File: src/sv/scg_pkg.sv
package scg_pkg;

    // request type codes
    localparam logic [3:0] REQ_UNIT_READY    = 4'd0;
    localparam logic [3:0] REQ_CAPACITY      = 4'd1;
    localparam logic [3:0] REQ_WRITABLE      = 4'd2;
    localparam logic [3:0] REQ_START_STOP    = 4'd3;
    localparam logic [3:0] REQ_PREVENT_ALLOW = 4'd4;
    localparam logic [3:0] REQ_READ          = 4'd5;
    localparam logic [3:0] REQ_WRITE         = 4'd6;
    localparam logic [3:0] REQ_OTHER         = 4'd7;
    localparam logic [3:0] REQ_INQUIRY       = 4'd8;
    localparam logic [3:0] REQ_SET_MEDIA     = 4'd9;
    localparam logic [3:0] REQ_DISCONNECT    = 4'd10;
    localparam logic [3:0] REQ_RESET_SESSION = 4'd11;

    // configuration register indexes
    localparam logic [1:0] CFG_OWNER        = 2'd0;
    localparam logic [1:0] CFG_MEDIA_BLOCKS = 2'd1;
    localparam logic [1:0] CFG_BLOCK_BYTES  = 2'd2;

    // sense keys
    localparam logic [3:0] KEY_NOT_READY     = 4'h2;
    localparam logic [3:0] KEY_MEDIUM_ERROR  = 4'h3;
    localparam logic [3:0] KEY_ILLEGAL_REQ   = 4'h5;

    // additional sense codes and qualifiers
    localparam logic [7:0] ASC_BAD_LUN       = 8'h25;
    localparam logic [7:0] ASC_NO_MEDIUM     = 8'h3a;
    localparam logic [7:0] ASC_BAD_CDB_FIELD = 8'h24;
    localparam logic [7:0] ASC_LBA_RANGE     = 8'h21;
    localparam logic [7:0] ASC_READ_ERROR    = 8'h11;
    localparam logic [7:0] ASC_WRITE_ERROR   = 8'h0c;
    localparam logic [7:0] ASCQ_NONE         = 8'h00;
    localparam logic [7:0] ASCQ_WRITE_ERROR  = 8'h02;
    localparam logic [7:0] ASC_BAD_OPCODE    = 8'h20;

    // disconnect actions
    localparam logic [1:0] DISC_NONE        = 2'd0;
    localparam logic [1:0] DISC_SAFE_RETURN = 2'd1;
    localparam logic [1:0] DISC_NOTIFY      = 2'd2;

    localparam logic [12:0] CAP_BLOCK_BYTES   = 13'd512;
    localparam logic [12:0] BLOCK_BYTES_RESET = 13'd512;

    typedef struct packed {
        logic [3:0]  req_type;
        logic [7:0]  lun;
        logic [31:0] lba;
        logic [31:0] byte_offset;
        logic [31:0] transfer_bytes;
        logic        buffer_valid;
        logic [3:0]  pwr_cond;
        logic        start_bit;
        logic        loej;
        logic        storage_ok;
        logic        media_value;
    } scg_req_t;

    typedef struct packed {
        logic        ok;
        logic        sense_set;
        logic [3:0]  sense_key;
        logic [7:0]  sense_asc;
        logic [7:0]  sense_ascq;
        logic [31:0] reported_blocks;
        logic [12:0] reported_block_bytes;
        logic [12:0] byte_count;
        logic [1:0]  disconnect_action;
        logic        media_ready;
        logic        eject_flag;
    } scg_rsp_t;

endpackage

File: src/sv/scsi_command_gate.sv
// Mass-storage command gate.
// Input channel (s_*): one SCSI-level request or firmware event per request,
// accepted when s_valid and s_ready are both high.
// Result channel (m_*): exactly one result per request, in order, held
// stable while m_valid is high and m_ready is low.
// Configuration channel (cfg_*): register index and data, always ready; the
// user must have it written only while no request is in flight; unenforced.
// A request passes through two registers: the input register, then the
// result register. Throughput: one request per cycle unless the result
// stalls; the media flags live in one register pair that is updated as a
// request moves from the input register to the result register, so each
// request sees the flags its predecessor left.
// Stall: a stalled result holds; the input register still takes a request
// while the result waits, and s_ready drops only when both are full.
// Reset (aresetn low, synchronous): both channels empty, the medium-present
// and host-eject flags cleared, owner 0, media_blocks 0, block_bytes 512.
module scsi_command_gate (
    input  logic        aclk,
    input  logic        aresetn,
    // configuration
    input  logic        cfg_valid,
    output logic        cfg_ready,
    input  logic [1:0]  cfg_addr,
    input  logic [31:0] cfg_data,
    // requests
    input  logic        s_valid,
    output logic        s_ready,
    input  logic [3:0]  s_req_type,
    input  logic [7:0]  s_lun,
    input  logic [31:0] s_lba,
    input  logic [31:0] s_byte_offset,
    input  logic [31:0] s_transfer_bytes,
    input  logic        s_buffer_valid,
    input  logic [3:0]  s_pwr_cond,
    input  logic        s_start_bit,
    input  logic        s_loej,
    input  logic        s_storage_ok,
    input  logic        s_media_value,
    // results
    output logic        m_valid,
    input  logic        m_ready,
    output logic        m_ok,
    output logic        m_sense_set,
    output logic [3:0]  m_sense_key,
    output logic [7:0]  m_sense_asc,
    output logic [7:0]  m_sense_ascq,
    output logic [31:0] m_reported_blocks,
    output logic [12:0] m_reported_block_bytes,
    output logic [12:0] m_byte_count,
    output logic [1:0]  m_disconnect_action,
    output logic        m_media_ready,
    output logic        m_eject_flag
);
    import scg_pkg::*;

    logic        owner_reg;
    logic [31:0] media_blocks_reg;
    logic [12:0] block_bytes_reg;
    logic        present_reg, present_next;
    logic        ejected_reg, ejected_next;

    logic        in_valid_reg;
    scg_req_t    in_reg;
    logic        out_valid_reg;
    scg_rsp_t    out_reg, out_next;

    logic        advance;
    logic        lun_ok;
    logic        ready_now;
    logic        xfer_bad;

    // handshake
    assign cfg_ready = 1'b1;
    assign advance   = in_valid_reg && (!out_valid_reg || m_ready);
    assign s_ready   = !in_valid_reg || advance;
    assign m_valid   = out_valid_reg;

    // configuration registers
    always_ff @(posedge aclk) begin
        if (!aresetn) begin
            owner_reg        <= 1'b0;
            media_blocks_reg <= '0;
            block_bytes_reg  <= BLOCK_BYTES_RESET;
        end else if (cfg_valid) begin
            case (cfg_addr)
                CFG_OWNER:        owner_reg        <= cfg_data[0];
                CFG_MEDIA_BLOCKS: media_blocks_reg <= cfg_data;
                CFG_BLOCK_BYTES:  block_bytes_reg  <= cfg_data[12:0];
                default: ;
            endcase
        end
    end

    // input register
    always_ff @(posedge aclk) begin
        if (!aresetn) begin
            in_valid_reg <= 1'b0;
        end else if (s_ready) begin
            in_valid_reg <= s_valid;
        end
    end

    always_ff @(posedge aclk) begin
        if (s_valid && s_ready) begin
            in_reg.req_type        <= s_req_type;
            in_reg.lun             <= s_lun;
            in_reg.lba             <= s_lba;
            in_reg.byte_offset     <= s_byte_offset;
            in_reg.transfer_bytes  <= s_transfer_bytes;
            in_reg.buffer_valid    <= s_buffer_valid;
            in_reg.pwr_cond        <= s_pwr_cond;
            in_reg.start_bit       <= s_start_bit;
            in_reg.loej            <= s_loej;
            in_reg.storage_ok      <= s_storage_ok;
            in_reg.media_value     <= s_media_value;
        end
    end

    // common checks
    assign lun_ok    = (in_reg.lun == 8'd0);
    assign ready_now = present_reg && owner_reg;
    assign xfer_bad  = !in_reg.buffer_valid
                    || (in_reg.lba >= media_blocks_reg)
                    || (in_reg.byte_offset != 32'd0)
                    || (in_reg.transfer_bytes != {19'd0, block_bytes_reg});

    // request decode, sense and flag update
    always_comb begin
        out_next     = '0;
        present_next = present_reg;
        ejected_next = ejected_reg;
        case (in_reg.req_type)
            REQ_UNIT_READY, REQ_WRITABLE, REQ_PREVENT_ALLOW: begin
                if (!lun_ok) begin
                    out_next.sense_set = 1'b1;
                    out_next.sense_key = KEY_ILLEGAL_REQ;
                    out_next.sense_asc = ASC_BAD_LUN;
                end else if (ready_now) begin
                    out_next.ok = 1'b1;
                end else begin
                    out_next.sense_set = 1'b1;
                    out_next.sense_key = KEY_NOT_READY;
                    out_next.sense_asc = ASC_NO_MEDIUM;
                end
            end
            REQ_CAPACITY: begin
                out_next.reported_block_bytes = CAP_BLOCK_BYTES;
                if (lun_ok && ready_now) begin
                    out_next.reported_blocks = media_blocks_reg;
                end
                if (lun_ok && ready_now && media_blocks_reg != 32'd0) begin
                    out_next.ok = 1'b1;
                end else if (!lun_ok) begin
                    out_next.sense_set = 1'b1;
                    out_next.sense_key = KEY_ILLEGAL_REQ;
                    out_next.sense_asc = ASC_BAD_LUN;
                end else begin
                    out_next.sense_set = 1'b1;
                    out_next.sense_key = KEY_NOT_READY;
                    out_next.sense_asc = ASC_NO_MEDIUM;
                end
            end
            REQ_START_STOP: begin
                if (!lun_ok) begin
                    out_next.sense_set = 1'b1;
                    out_next.sense_key = KEY_ILLEGAL_REQ;
                    out_next.sense_asc = ASC_BAD_LUN;
                end else if (in_reg.pwr_cond != 4'd0) begin
                    out_next.sense_set = 1'b1;
                    out_next.sense_key = KEY_ILLEGAL_REQ;
                    out_next.sense_asc = ASC_BAD_CDB_FIELD;
                end else if (in_reg.loej && !in_reg.start_bit) begin
                    // host eject
                    ejected_next = 1'b1;
                    present_next = 1'b0;
                    out_next.ok  = 1'b1;
                end else if (in_reg.start_bit) begin
                    out_next.sense_set = 1'b1;
                    out_next.sense_key = KEY_NOT_READY;
                    out_next.sense_asc = ASC_NO_MEDIUM;
                end else begin
                    out_next.ok = 1'b1;
                end
            end
            REQ_READ, REQ_WRITE: begin
                if (!lun_ok) begin
                    out_next.sense_set = 1'b1;
                    out_next.sense_key = KEY_ILLEGAL_REQ;
                    out_next.sense_asc = ASC_BAD_LUN;
                end else if (!ready_now) begin
                    out_next.sense_set = 1'b1;
                    out_next.sense_key = KEY_NOT_READY;
                    out_next.sense_asc = ASC_NO_MEDIUM;
                end else if (xfer_bad) begin
                    out_next.sense_set = 1'b1;
                    out_next.sense_key = KEY_ILLEGAL_REQ;
                    out_next.sense_asc = ASC_LBA_RANGE;
                end else if (in_reg.storage_ok) begin
                    out_next.ok         = 1'b1;
                    out_next.byte_count = in_reg.transfer_bytes[12:0];
                end else begin
                    // storage failure drops the medium
                    present_next       = 1'b0;
                    out_next.sense_set = 1'b1;
                    out_next.sense_key = KEY_MEDIUM_ERROR;
                    if (in_reg.req_type == REQ_READ) begin
                        out_next.sense_asc  = ASC_READ_ERROR;
                        out_next.sense_ascq = ASCQ_NONE;
                    end else begin
                        out_next.sense_asc  = ASC_WRITE_ERROR;
                        out_next.sense_ascq = ASCQ_WRITE_ERROR;
                    end
                end
            end
            REQ_OTHER: begin
                out_next.sense_set = 1'b1;
                out_next.sense_key = KEY_ILLEGAL_REQ;
                out_next.sense_asc = lun_ok ? ASC_BAD_OPCODE : ASC_BAD_LUN;
            end
            REQ_INQUIRY: begin
                if (lun_ok) begin
                    out_next.ok = 1'b1;
                end else begin
                    out_next.sense_set = 1'b1;
                    out_next.sense_key = KEY_ILLEGAL_REQ;
                    out_next.sense_asc = ASC_BAD_LUN;
                end
            end
            REQ_SET_MEDIA: begin
                if (!(in_reg.media_value
                      && (!owner_reg || media_blocks_reg == 32'd0))) begin
                    present_next = in_reg.media_value;
                    if (in_reg.media_value) begin
                        ejected_next = 1'b0;
                    end
                    out_next.ok = 1'b1;
                end
            end
            REQ_DISCONNECT: begin
                present_next = 1'b0;
                out_next.disconnect_action = ejected_reg ? DISC_SAFE_RETURN : DISC_NOTIFY;
                out_next.ok = 1'b1;
            end
            REQ_RESET_SESSION: begin
                ejected_next = 1'b0;
                out_next.ok  = 1'b1;
            end
            default: ;
        endcase
        out_next.media_ready = present_next && owner_reg;
        out_next.eject_flag  = ejected_next;
    end

    // media flags and result valid
    always_ff @(posedge aclk) begin
        if (!aresetn) begin
            present_reg   <= 1'b0;
            ejected_reg   <= 1'b0;
            out_valid_reg <= 1'b0;
        end else begin
            if (advance) begin
                present_reg <= present_next;
                ejected_reg <= ejected_next;
            end
            if (advance) begin
                out_valid_reg <= 1'b1;
            end else if (m_ready) begin
                out_valid_reg <= 1'b0;
            end
        end
    end

    // result register
    always_ff @(posedge aclk) begin
        if (advance) begin
            out_reg <= out_next;
        end
    end

    assign m_ok                   = out_reg.ok;
    assign m_sense_set            = out_reg.sense_set;
    assign m_sense_key            = out_reg.sense_key;
    assign m_sense_asc            = out_reg.sense_asc;
    assign m_sense_ascq           = out_reg.sense_ascq;
    assign m_reported_blocks      = out_reg.reported_blocks;
    assign m_reported_block_bytes = out_reg.reported_block_bytes;
    assign m_byte_count           = out_reg.byte_count;
    assign m_disconnect_action    = out_reg.disconnect_action;
    assign m_media_ready          = out_reg.media_ready;
    assign m_eject_flag           = out_reg.eject_flag;

endmodule

File: config.mk
export PLATFORM = sky130hd
export DESIGN_NAME = scsi_command_gate
export DESIGN_NICKNAME = d
export VERILOG_FILES = /design/src/sv/scg_pkg.sv /design/src/sv/scsi_command_gate.sv
export SDC_FILE = /design/constraint.sdc
export NUM_CORES = 1
export LEC_CHECK = 0
export BUFFER_PORTS_ARGS = -buffer_cell sky130_fd_sc_hd__buf_2
export CAP_MARGIN = 15
export CORE_MARGIN = 2
export CORE_UTILIZATION = 55
export CTS_BUF_LIST = sky130_fd_sc_hd__clkbuf_4 sky130_fd_sc_hd__clkbuf_8
export DETAILED_ROUTE_END_ITERATION = 10
export PLACE_DENSITY = 0.83
export SLEW_MARGIN = 20
export SYNTH_ARGS = -nofsm -noshare
export SYNTH_HDL_FRONTEND = slang
export SYNTH_SLANG_ARGS = --single-unit
File: constraint.sdc
create_clock -name aclk -period 4.39 [get_ports aclk]
set_input_delay 0.2195 -clock aclk [delete_from_list [all_inputs] [get_ports aclk]]
set_output_delay 0.2195 -clock aclk [all_outputs]
set_load 0.02 [all_outputs]
# --- Word level (Yosys, flattened, before mapping) ---
# Cells that the tools add are included.
classes:
  reduce_logical: 36
  mux: 49
  magnitude_cmp: 1
  bitwise: 4
  eq_ne: 14
ops:
  columns: ["operator", "count"]
  rows:
  - ["13-bit 2-to-1 mux", 12]
  - ["13-bit case mux with 6 select lines", 1]
  - ["32-bit nonzero test", 2]
  - ["32-bit greater-or-equal comparator", 1]
  - ["32-bit zero test", 1]
  - ["32-bit by 13-bit != test with 1-bit output", 1]
  - ["1-bit 2-to-1 mux", 28]
  - ["21-bit 2-to-1 mux", 1]
  - ["4-bit by 3-bit equality test with 1-bit output (second input constant)", 4]
  - ["4-bit equality test (second input constant)", 4]
  - ["11-bit 2-to-1 mux", 1]
  - ["10-bit 2-to-1 mux", 1]
  - ["5-bit OR reduction", 2]
  - ["4-bit by 2-bit equality test with 1-bit output (second input constant)", 2]
  - ["1-bit logical AND", 8]
  - ["8-bit zero test", 1]
  - ["2-bit AND reduction", 4]
  - ["1-bit case mux with 7 select lines", 1]
  - ["1-bit logical OR", 6]
  - ["1-bit zero test", 5]
  - ["4-bit by 1-bit equality test with 1-bit output (second input constant)", 1]
  - ["4-bit zero test", 1]
  - ["1-bit NOT", 4]
  - ["1-bit case mux with 4 select lines", 1]
  - ["other kinds (10)", 11]
totals:
  ff_bits: 251
  elab_cells: 133

# --- Depth between registers and ports, before layout ---
logic_depth:
  depth_word: 9
  ltp_mapped: 9

# --- Worst setup path after synthesis ---
# OpenSTA, ideal clock, no wires.
synth_path:
  path_kind: "reg2reg"
  startpoint: "register out_valid_reg, in the netlist m_valid"
  endpoint: "register present_reg"
  n_path_buf: 0
  synth_period_minus_slack_ps: 4138
  path_slack_ps: 252
  setup_ps: 133
  arrival_time_ps: 4005
  path_stages_with_launch: 6
  path_cell_list: "dfxtp_1 > nor2b_1 > nor2b_1 > nor2b_1 > mux2i_1 > o22ai_1"
synth_via:
  elab_chain_cells: 3
synth_rtl:
  columns: ["item", "line", "text"]
  rows:
  - ["from (decl)", "scsi_command_gate.sv:64", "logic out_valid_reg;"]
  - ["from (signal assigned)", "scsi_command_gate.sv:259", "out_valid_reg <= 1'b0;"]
  - ["from (signal assigned)", "scsi_command_gate.sv:266", "out_valid_reg <= 1'b1;"]
  - ["from (signal assigned)", "scsi_command_gate.sv:268", "out_valid_reg <= 1'b0;"]
  - ["1-bit zero test", "scsi_command_gate.sv:74", "assign advance = in_valid_reg && (!out_valid_reg || m_ready);"]
  - ["1-bit logical OR", "scsi_command_gate.sv:74", null]
  - ["1-bit logical AND", "scsi_command_gate.sv:74", null]
  - ["via advance", "scsi_command_gate.sv:67", "logic advance;"]
  - ["to (signal assigned)", "scsi_command_gate.sv:262", "present_reg <= present_next;"]
  - ["to (decl)", "scsi_command_gate.sv:59", "logic present_reg, present_next;"]
# The timed path passes the listed nets, and every way through them passes these cells.
# A chain may end at the register's enable or synchronous reset.

# --- Final worst setup path ---
layout_path:
  startpoint: "register media_blocks_reg[31]"
  endpoint: "register out_reg, in the netlist m_byte_count[5], data pin"
layout_via:
  elab_chain_cells: 5
layout_rtl:
  columns: ["item", "line", "text"]
  rows:
  - ["from (decl)", "scsi_command_gate.sv:57", "logic [31:0] media_blocks_reg;"]
  - ["from (signal assigned)", "scsi_command_gate.sv:87", "CFG_MEDIA_BLOCKS: media_blocks_reg <= cfg_data;"]
  - ["32-bit greater-or-equal comparator", "scsi_command_gate.sv:123", "|| (in_reg.lba >= media_blocks_reg)"]
  - ["1-bit logical OR", "scsi_command_gate.sv:123", null]
  - ["1-bit logical OR", "scsi_command_gate.sv:124", "|| (in_reg.byte_offset != 32'd0)"]
  - ["1-bit logical OR", "scsi_command_gate.sv:125", "|| (in_reg.transfer_bytes != {19'd0, block_bytes_reg});"]
  - ["5-bit OR reduction (no line)", null, null]
  - ["to (signal assigned)", "scsi_command_gate.sv:276", "out_reg <= out_next;"]
  - ["to (decl)", "scsi_command_gate.sv:65", "scg_rsp_t out_reg, out_next;"]
# Every way passes these cells.

==> summary by stage <==
Clocking
TritonCTS built the clock tree. The maximum count of clock buffers along a single path is 3. The maximum level of the CTS H-tree is 2. The number of buffers inserted by post-CTS setup repair is 0.

The total number of clock tree sinks is about 230. The total clock buffers created by CTS is 38. Clock latency on the worst-skew pair, taken at its later pin, is between 500 and 600 ps. The clock-pin transition on the worst setup and hold timing paths is ~60 ps.

The tree is rooted in a sky130_fd_sc_hd__clkbuf_8.

Routing
For this block, the initial DRC count from the detailed router was 838. The first detailed-routing pass ran for 6 iterations. The detailed-route wire length is around 28000 um. The routed wirelength normalized by instance count is 20.22 um. In the routed design, unresolved DRC markers number 0. Once detail routing completed, the nets flagged for antenna violations numbered 0. Summing over every cut layer, the via total after detailed routing is 8050. Dividing the detail-routed via count by the number of cells gives 5.717.

Power
Summed over all nets, the switching power comes to around 1.2 mW. Combinational logic is responsible for under 10% of the overall power. The leakage power is 4.961 nW.

The clock network is responsible for a little under two fifths of the overall power. The overall power consumption is approximately 4.9 mW. The share of total power dissipated in sequential elements is about half.

The switching part of the total is 24.32%. VDD sags by at most ~0.28 mV. The total power divided by cell area is 372.6 nW/um2.

Internal power comes to roughly 3.7 mW.

Logic synthesis
The commonest register cell after synthesis is sky130_fd_sc_hd__edfxtp_1. In this run, synthesis inferred roughly 180 flip-flops with an integrated enable. After synthesis, flip-flops and latches occupy about two thirds of the total area. Counting flops and latches in the post-synthesis netlist gives between 200 and 250. The gate count after technology mapping is roughly 770. Summed over all instances, the cell type with the most area after synthesis is sky130_fd_sc_hd__edfxtp_1. Yosys mapped the design onto between 50 and 60 distinct sky130hd cell types. The Yosys warning count is 0. Yosys attributes the largest share of cell area to sky130_fd_sc_hd__edfxtp_1 56%, sky130_fd_sc_hd__dfxtp_1 11%, sky130_fd_sc_hd__nand2_1 4.6%. The fraction of post-synthesis cell area in the top cell type by area is roughly 56%. Of all flip-flops after synthesis, the portion carrying an async set or reset was 0%. The average cell area after synthesis is roughly 12 um2. The summed instance area of the synthesized netlist is 9523 um2.

Timing
Static timing analysis puts the maximum clock frequency at 0.3477 GHz. Setup repair after global routing left no endpoint under its margin. The clock period minus final worst setup slack is 2876 ps.

The number of pins exceeding their max-slew limit in the final report is 0. Between clock sinks in the finished design, the worst skew comes to about 25 ps. In the final timing run, aggregate negative setup slack is 0 ps.

The number of failing hold endpoints at the final stage is 0. The slew at the pin with the worst max-slew slack is between 800 and 900 ps. On the final layout, the worst hold slack is a little over 30 ps. Measured against its own limit, the worst slew margin works out to 40.01%. Once routing completed, OpenROAD measured the worst setup slack at between 1500 and 2000 ps.

The final critical path takes up between 60% and 70% of the cycle. The count of final setup violators is 0.

Final layout
The most common cell after layout, fill and taps aside is sky130_fd_sc_hd__buf_2. The net total in the final layout is roughly 1300. Once layout is done, the placed cells without fillers occupy roughly 13000 um2. For this run, the share of the core covered by cells in the final layout is 76.05%. The library cells used most frequently in the layout, excluding fill and tap cells, are 219 x sky130_fd_sc_hd__buf_2, 179 x sky130_fd_sc_hd__edfxtp_1, 152 x sky130_fd_sc_hd__dlygate4sd3_1. From synthesis to final layout, the design area changed by 36.70%.

The post-layout instance count excluding filler cells is roughly 1400. Of the cells placed in the final design, the portion with a size suffix greater than 1 is about a quarter. The flip-flop count of the largest register, all copies and words added is approximately 120.

Critical path
For the worst setup path, the data required time is ~4800 ps. Of all nets on the critical path, the largest fanout is 17. The arrival time reported for the critical path endpoint is between 3000 and 4000 ps.

The type of origin of the critical path is a flip-flop. The kind of critical path is flip-flop to flip-flop. The endpoint class of the critical path is a flip-flop.

Status
The run finished with clean final reports.

Global routing
The aggregate global-route resource usage is roughly 31%. The number of global-route vias before repair is between 8000 and 9000. The first global-routing pass estimated 43110 um of wire. The pin count of the biggest net entering global routing is 64.

The residual overflow from global routing is 0. The number of antenna violations at the first check in global routing is 1.

Run
Max-cap violations in this run came to 0.

Placement
The sum of net half-perimeters after detailed placement is about 17000 um. The count of buffers added on input and output ports is 219. OpenSTA, run right after detailed placement, puts the worst setup slack at 1604 ps. In this run the cell area measured after placement is 10760 um2. The total placed cells including tap cells is ~1200. The final RePlAce weighted congestion is approximately 0.90.

Floorplanning
Once the floorplan was initialized, standard cells occupied 55.64% of the core. The die covers approximately 18000 um2. The number of primary I/O pins is ~240. The die is about 140 um wide. The die is ~140 um tall. The core outline area is 17120 um2. The count of standard-cell rows is 48.

Worst hold path
In this run the worst hold path is classified as input pin to flip-flop.
-- worst paths after layout --
| kind | start | to | slack [ps] | cells past startpoint |
|---|---|---|---|---|
| hold / removal | m_ready | m_valid | 30 | 4 |
| hold reg to reg | media_blocks_reg[23] | media_blocks_reg[23] | 470 | 2 |
| setup reg to reg | media_blocks_reg[31] | m_byte_count[5] | 1510 | 8 |
| setup / recovery | media_blocks_reg[31] | m_byte_count[5] | 1510 | 8 |
-- what timing repair did --
| action | CTS | global route |
|---|---|---|
| endpoints found under the setup margin | 0 | 0 |
| hold endpoints to repair | 164 | 0 |
| resized for setup | 0 | 0 |
| hold buffers | 152 | 0 |
-- cells in the mapped netlist (all sizes together) (2+ instances only) --
cell type / number
and3: 3
clkbuf: 28
and3b: 2
ha: 32
nand3b: 2
a2111oi: 2
a211oi: 4
and4: 14
mux2i: 2
o31a: 2
nand4: 18
conb: 2
a31o: 3
nand3: 7
a21boi: 2
nor2b: 5
nand2b: 2
inv: 39
nor4b: 2
and2: 5
a21oi: 60
xnor2: 13
o22ai: 2
nor3b: 2
o211ai: 3
or3: 2
a31oi: 4
nor4: 40
nor3: 42
o21a: 2
o21ai: 14
edfxtp: 179
buf: 26
nor2: 20
dfxtp: 50
nand2: 118
-- layer usage --
| metal | vias to the layer above | wire length (um) | GRT usage (%) |
|---|---|---|---|
| li1 | 3573 | - | - |
| met1 | 3823 | 10340 | 36.30 |
| met2 | 533 | 14290 | 54.63 |
| met3 | 121 | 2574 | 6.322 |
| met4 | 0 | 1255 | 15.22 |
| met5 | - | 0 | 0 |
-- area by class of cell --
class                   instances  area (um2)
diodes                          1       2.502
clock buffers                  57       684.4
clock inverters                11       51.30
fillers                      1030        4099
inverters                      39       146.4
multi-input cells             466        2790
flip-flops and latches        229        6376
well taps                     225       281.5
repair buffers                380        2685
-- worst max-delay path: stages, from the launching register on --
cell	delay, ps
sky130_fd_sc_hd__dfxtp_1	360
sky130_fd_sc_hd__inv_1	90
sky130_fd_sc_hd__ha_1	230
sky130_fd_sc_hd__nor4_1	330
sky130_fd_sc_hd__nand4_1	140
sky130_fd_sc_hd__nor4_1	430
sky130_fd_sc_hd__nand4_1	320
sky130_fd_sc_hd__nor3_4	540
sky130_fd_sc_hd__and4_2	300
-- logic make-up after synthesis --
logic type      synth area share (%)
simple gates                   15.60
flops                          66.96
compound gates                 6.990
buf+inv                        4.677
fa+ha+maj                      4.204
xor+xnor                       1.288
other cells                  0.07886
mux                           0.2102
-- power groups by stage --
stage	combinational, mW	sequential, mW	clock (mW)
6_report	0.482	2.52	1.85
5_1_grt	0.519	2.52	1.96
4_1_cts	0.462	2.51	1.84
3_5_place_dp	0.354	2.56	0
3_3_place_gp	0.347	2.55	0
2_1_floorplan	0.192	2.57	0
(Power assumes the default switching activity.)
